File: config.mk
export PLATFORM = sky130hd
export DESIGN_NAME = msq_divider
export DESIGN_NICKNAME = d
export VERILOG_FILES = /design/src/hdl/msq_pkg.sv /design/src/hdl/msq_divider.sv
export SDC_FILE = /design/constraint.sdc
export NUM_CORES = 1
export LEC_CHECK = 0
export ABC_CLOCK_PERIOD_IN_PS = 4500
export BUFFER_PORTS_ARGS = -buffer_cell sky130_fd_sc_hd__clkbuf_2
export CORE_ASPECT_RATIO = 0.5
export CORE_UTILIZATION = 25
export DETAILED_ROUTE_END_ITERATION = 10
export GPL_TIMING_DRIVEN = 0
export PLACE_DENSITY = 0.47
export REMOVE_ABC_BUFFERS = 1
export SYNTH_ARGS = -nofsm -noshare
export SYNTH_HDL_FRONTEND = slang
export SYNTH_SLANG_ARGS = --single-unit
File: constraint.sdc
create_clock -name clock -period 4.5 [get_ports clock]
set_input_delay 0.225 -clock clock [delete_from_list [all_inputs] [get_ports clock]]
set_output_delay 0.225 -clock clock [all_outputs]
set_load 0.03 [all_outputs]
File: src/hdl/msq_pkg.sv
// ----------------------------------------------------------------------------
// Melody note sequencer package
// Field widths, codes, register defaults and shared types.
// ----------------------------------------------------------------------------
package msq_pkg;

   localparam int SONG_SLOTS_DEF     = 16;
   localparam int NOTES_PER_SONG_DEF = 32;

   localparam int MODE_W    = 2;
   localparam int KEY_W     = 4;
   localparam int SONG_W    = 4;
   localparam int POS_W     = 5;
   localparam int FREQ_W    = 12;
   localparam int DUR_W     = 8;
   localparam int STATE_W   = 2;
   localparam int PERIOD_W  = 16;
   localparam int COMPARE_W = 15;
   localparam int TICK_W    = 9;
   localparam int COUNT_W   = 4;
   localparam int TCLK_W    = 20;
   localparam int GATE_W    = 7;
   localparam int PROD_W    = DUR_W + GATE_W;

   localparam int CSR_IDX_W  = 2;
   localparam int CSR_DATA_W = 20;

   localparam logic [MODE_W-1:0] MODE_TICK = 2'd0;
   localparam logic [MODE_W-1:0] MODE_KEY  = 2'd1;
   localparam logic [MODE_W-1:0] MODE_LOAD = 2'd2;

   typedef enum logic [STATE_W-1:0] {
      PS_SELECT = 2'd0,
      PS_PLAY   = 2'd1,
      PS_PAUSE  = 2'd2
   } play_state_type;

   localparam logic [KEY_W-1:0] START_KEY = 4'd10;

   localparam logic [CSR_IDX_W-1:0] CSR_SONG_COUNT   = 2'd0;
   localparam logic [CSR_IDX_W-1:0] CSR_TONE_CLOCK   = 2'd1;
   localparam logic [CSR_IDX_W-1:0] CSR_GATE_PERCENT = 2'd2;

   localparam logic [COUNT_W-1:0] SONG_COUNT_RST   = 4'd9;
   localparam logic [TCLK_W-1:0]  TONE_CLOCK_RST   = 20'd250000;
   localparam logic [GATE_W-1:0]  GATE_PERCENT_RST = 7'd85;

   localparam int GATE_DIV  = 100;
   localparam int DIV_STEPS = TCLK_W;

   typedef struct packed {
      logic              last;
      logic [DUR_W-1:0]  duration;
      logic [FREQ_W-1:0] freq;
   } note_type;

   typedef struct packed {
      logic              start;
      logic [TCLK_W-1:0] dividend;
      logic [FREQ_W-1:0] divisor;
   } div_req_type;

   typedef struct packed {
      logic              busy;
      logic              done;
      logic [TCLK_W-1:0] quotient;
   } div_rsp_type;

endpackage

File: src/hdl/msq_divider.sv
// ----------------------------------------------------------------------------
// Serial divider
// Restoring divider, one quotient bit per cycle, for the tone period.
// ----------------------------------------------------------------------------
module msq_divider (
   input  logic                 clock,
   input  logic                 reset,
   input  msq_pkg::div_req_type div_req,
   output msq_pkg::div_rsp_type div_rsp
);

   localparam int CNT_W = $clog2(msq_pkg::DIV_STEPS);

   logic                          busy_ff, busy_in;
   logic                          done_ff, done_in;
   logic [CNT_W-1:0]              cnt_ff, cnt_in;
   logic [msq_pkg::TCLK_W-1:0]    quo_ff, quo_in;
   logic [msq_pkg::FREQ_W-1:0]    rem_ff, rem_in;
   logic [msq_pkg::FREQ_W-1:0]    dvs_ff, dvs_in;

   logic [msq_pkg::FREQ_W:0]      shifted;
   logic [msq_pkg::FREQ_W:0]      diff;
   logic                          fits;

   assign shifted = {rem_ff, quo_ff[msq_pkg::TCLK_W-1]};
   assign diff    = shifted - {1'b0, dvs_ff};
   assign fits    = (shifted >= {1'b0, dvs_ff});

   always_comb begin
      busy_in = busy_ff;
      done_in = 1'b0;
      cnt_in  = cnt_ff;
      quo_in  = quo_ff;
      rem_in  = rem_ff;
      dvs_in  = dvs_ff;
      if (div_req.start) begin
         busy_in = 1'b1;
         cnt_in  = '0;
         quo_in  = div_req.dividend;
         rem_in  = '0;
         dvs_in  = div_req.divisor;
      end else if (busy_ff) begin
         // shift in the next dividend bit, subtract where the divisor fits
         quo_in = {quo_ff[msq_pkg::TCLK_W-2:0], fits};
         rem_in = fits ? diff[msq_pkg::FREQ_W-1:0] : shifted[msq_pkg::FREQ_W-1:0];
         cnt_in = cnt_ff + 1'b1;
         if (cnt_ff == CNT_W'(msq_pkg::DIV_STEPS - 1)) begin
            busy_in = 1'b0;
            done_in = 1'b1;
         end
      end
   end

   always_ff @(posedge clock) begin
      if (reset) begin
         busy_ff <= 1'b0;
         done_ff <= 1'b0;
         cnt_ff  <= '0;
      end else begin
         busy_ff <= busy_in;
         done_ff <= done_in;
         cnt_ff  <= cnt_in;
      end
      quo_ff <= quo_in;
      rem_ff <= rem_in;
      dvs_ff <= dvs_in;
   end

   assign div_rsp.busy     = busy_ff;
   assign div_rsp.done     = done_ff;
   assign div_rsp.quotient = quo_ff;

endmodule

# Word level (Yosys, flattened, before mapping)
# Cells that the tools add are included.
[op_classes]
add_sub_neg = 2
n_mul = 0
div = 0
order_cmp = 1
eq_ne = 1
shift = 0
mux = 7
n_bitwise = 1
n_reduce_logical = 3
[op_table]
columns = ["operator", "count"]
rows = [
  ["$mux 20", 2],
  ["$ge 13x12->1", 1],
  ["$mux 12", 1],
  ["$sub 12x12->12", 1],
  ["$add 5x1->5 const B", 1],
  ["$eq 5x5->1 const B", 1],
  ["$mux 1", 4],
  ["$reduce_or 3->1", 1],
  ["$reduce_bool 2->1", 1],
  ["$reduce_or 2->1", 1],
  ["$not 1->1", 1],
]
[totals]
ff_bits = 51
latchBits = 0
mem_bits_rw = 0
rom_bits = 0
input_bits = 35
output_inout_bits = 22
mem_count = 0

# Longest topological paths before layout
[depth]
ltp_word = 4
ltp_mapped = 10

# Least setup slack after synthesis
# No wires, ideal clock.
[synth_timing]
path_type = "flip-flop to flip-flop"
startpoint = "register quo_ff[19] in the netlist's numbering"
endpoint = "register rem_ff[10] in the netlist's numbering"
setup_ns = 0.091
t_arrival_ns = 2.306
required_time_ns = 4.409
setup_slack_ns = 2.103
stages_incl_launch_ff = 10
path_buffers = 0
cell_sequence = "edfxtp_1 -> inv_1 -> ha_1 -> fa_1 -> nor2b_1 -> o21bai_1 -> a21o_1 -> a2111oi_2 -> o31ai_1 -> a311oi_1"
[synth_via]
elab_chain_len = 2
[synth_lines]
columns = ["element", "line_no", "rtl"]
rows = [
  ["start: declaration", "msq_divider.sv:17", "logic [msq_pkg::TCLK_W-1:0] quo_ff, quo_in;"],
  ["start signal: assignment", "msq_divider.sv:64", "quo_ff <= quo_in;"],
  ["$sub 12x12->12 or $ge 13x12->1 (tied branches)", "msq_divider.sv:26, msq_divider.sv:27", ""],
  ["$mux 12 *", "msq_divider.sv:45", "rem_in = fits ? diff[msq_pkg::FREQ_W-1:0] : shifted[msq_pkg::FREQ_W-1:0];"],
  ["end signal: assignment", "msq_divider.sv:65", "rem_ff <= rem_in;"],
  ["end: declaration", "msq_divider.sv:18", "logic [msq_pkg::FREQ_W-1:0] rem_ff, rem_in;"],
]
# Mark *: on every way between the ends. The rest lies on a longest branch, timed or not.
# A chain may end at the register's enable or synchronous reset.

# Final worst setup path
[layout_timing]
startpoint = "register busy_ff"
endpoint = "register quo_ff[4] in the netlist's numbering, enable pin"
[layout_via]
elab_chain_len = 1
[layout_lines]
columns = ["element", "line_no", "rtl"]
rows = [
  ["start: declaration", "msq_divider.sv:14", "logic busy_ff, busy_in;"],
  ["start signal: assignment", "msq_divider.sv:60", "busy_ff <= busy_in;"],
  ["$reduce_bool 2->1 (no source line)", "-", ""],
]
# No other way between the ends.

==> summary.md <==
| Metric | Value |
|---|---|
| Die X | `150 µm` |
| Mapped Avg Cell Area | `11.1 µm²` |
| Largest net degree at the start of global routing | `47` |
| Tcrit/Tclk final | `between 50% and 60%` |
| Share of cells above drive strength 1 | `between 30 and 40%` |
| Final min period | `roughly 2.5 ns` |
| CTS resizes | `0` |
| Hpwl dp | `3900 µm` |
| Final layout net count | `348` |
| Number of synthesis warnings | `0` |
| Gpl congestion | `0.762` |
| Tot GR Track Use | `10.3%` |
| H-tree levels | `2` |
| I/O Pins | `57` |
| Cell type with the largest total area after synthesis | `edfxtp_1` |
| Outcome | `finished clean` |
| First-pass GRT wire length | `between 9000 and 10,000 µm` |
| Worst path slowest cell | `dfxtp_1` |
| Max FO, Critical Path | `30` |
| Number of port buffers | `between 50 and 60` |
| Final setup violation count | `0` |
| Final WL | `5420 µm` |
| Final Core Density | `31.9%` |
| Min Hold Slack | `0.0915 ns` |
| Hold_buf cts | `0` |
| Sequential element share of the synthesized area | `48.9%` |
| Slew @ Worst Pin | `1.17 ns` |
| Commonest cells in the netlist | `edfxtp_1 (32), nor2_1 (24), nand2_1 (22)` |
| Placed insts | `432` |
| Yosys top cell area share | `around a third` |
| Critical path arrival | `about 2.4 ns` |
| Top post-synthesis cells by area | `edfxtp_1 (35%), dfxtp_1 (14%), mux2_2 (8.2%), ha_1 (5.9%), nor2_1 (3.3%)` |
| Initial antenna violation count | `0` |
| ANT nets after route | `0` |
| Die area | `about 11,000 µm²` |
| Non-filler cells, final | `440` |
| Number of max-cap violations | `0` |
| Post-synth EDFFs | `32` |
| Asr flop ratio synth | `0%` |
| Post-synth cell types | `between 50 and 60` |
| Max-slew violation count | `0` |
| Final worst slack | `1.99 ns` |
| Worst-skew pair later-pin latency | `around 0.29 ns` |
| CP bufs+invs | `1` |
| Count leader, synth | `edfxtp_1` |
| Root buf cell | `clkbuf_16` |
| Critical Path Source Type | `flip-flop` |
| Num CTS Buffers | `5` |
| Syn Inst Count | `around 250` |
| Setup bufs post-CTS | `0` |
| Leak | `1.37 nW` |
| Crit-path max cell delay | `approximately 1.1 ns` |
| Wire per inst | `12.3 µm` |
| Max IR drop VDD | `0.000155 V` |
| Total Negative Setup Slacks | `0 ns` |
| Dpl ws | `between 1.5 and 2 ns` |
| CTS tree | `done` |
| CP top delay family | `flip-flops` |
| RSZ-0062 raised after global routing | `false` |
| Number of core rows | `26` |
| Die Y | `76.1 µm` |
| Final Hold Viols | `0` |
| Vias in the first global route | `1,962` |
| Remaining global-route overflow | `0` |
| Avg Vias per Cell | `4.44` |
| Power Density | `412 nW/µm²` |
| Via count | `1,953` |
| Reg clk slew, reported paths | `roughly 0.060 ns` |
| Min-Delay Path Class | `in -> reg` |
| # clock sinks | `51` |
| Clk_skew | `between 0.004 and 0.005 ns` |
| Synth Cell Area | `about 2700 µm²` |
| Worst EP required | `4.42 ns` |
| CP Cell Sequence | `inv_1 > nand2_1` |
| # diodes | `0` |
| # DRC | `0` |
| CP Class | `reg -> reg` |
| Layout Area Growth over Synthesis | `21.2%` |
| DR pass1 iterations | `4` |
| Starting Density | `26.3%` |
| Crit end category | `flip-flop` |
| Worst slew margin | `22.1%` |
| Prevailing post-synth register cell | `edfxtp_1` |
| Fmax | `0.398 GHz` |
| Synth Register Bits | `between 50 and 60` |
| Initial DRC Count | `75` |
| CTS max path bufs | `2` |
| Core area | `between 10,000 and 15,000 µm²` |
==> stage by stage <==
step,power (mW),cell area [µm²]
after CTS,1.39,3330
after detailed placement,0.892,3140
after floorplan,0.805,2680
after global routing,1.45,3330
final,1.37,3330
after global placement,0.888,3140
==> flip-flops by register name, indices dropped and copies added, names as in the netlist <==
| register | flops |
|---|---|
| quo_ff | 20 |
| dvs_ff | 12 |
| cnt_ff | 5 |
| done_ff | 1 |
| rem_ff | 12 |
| busy_ff | 1 |
==> worst reg2reg max path, delay by kind of cell (launching register included) <==
kind / cells / cell delay, ns
flip-flops: 1 / 1.09
buffers and inverters: 1 / 0.33
AND/OR/NAND/NOR: 1 / 0.71
==> final cells by class <==
| cell class | instances | area, µm² |
|---|---|---|
| timing repair buffer | 56 | 280 |
| clock inverter | 3 | 67.6 |
| fill | 1054 | 7110 |
| inverter | 20 | 75.1 |
| multi-input combinational | 165 | 1260 |
| clock buffer | 5 | 125 |
| sequential | 51 | 1340 |
| tap | 140 | 175 |
==> final timing paths <==
check                                from  slack (ns)         to  cells after the start
worst max-delay path              busy_ff        1.99  quo_ff[4]                      2
worst max register to register    busy_ff        1.99  quo_ff[4]                      2
worst min register to register  rem_ff[2]        0.51  rem_ff[3]                      2
worst min-delay path                reset        0.09    busy_ff                      2
==> where the power goes <==
group	leakage [nW]	internal [mW]	switching [mW]
clock	0.0900	0.319	0.174
combinational	0.801	0.121	0.186
sequential	0.475	0.545	0.0280
total	1.37	0.985	0.388
==> cells in the final DEF (no fill, tap or decap), drive strengths merged, types with 4 or more instances in the layout <==
master  count
clkbuf     61
edfxtp     32
nor2       24
nand2      23
inv        20
mux2       20
dfxtp      19
ha         13
a21oi      10
nand3       9
a311oi      9
o21ai       6
xnor2       4
xor2        4
==> layer usage <==
layer  vias up  track usage [%]  wire length, µm
met4         0             4.95              104
met1       913             12.6             2680
met5         -                0                0
met3         8             2.87              179
li1       1004                -                -
met2        28             16.7             2450
==> logic make-up after synthesis <==
family          Yosys count  synth area share, %
fa+ha+maj                14                 6.65
compound gates           47                 15.3
flops                    51                 48.9
buf+inv                  32                 5.10
mux                      23                 9.30
xor+xnor                  8                 2.55
simple gates             73                 12.3
Power figures use the tool's default switching activity.
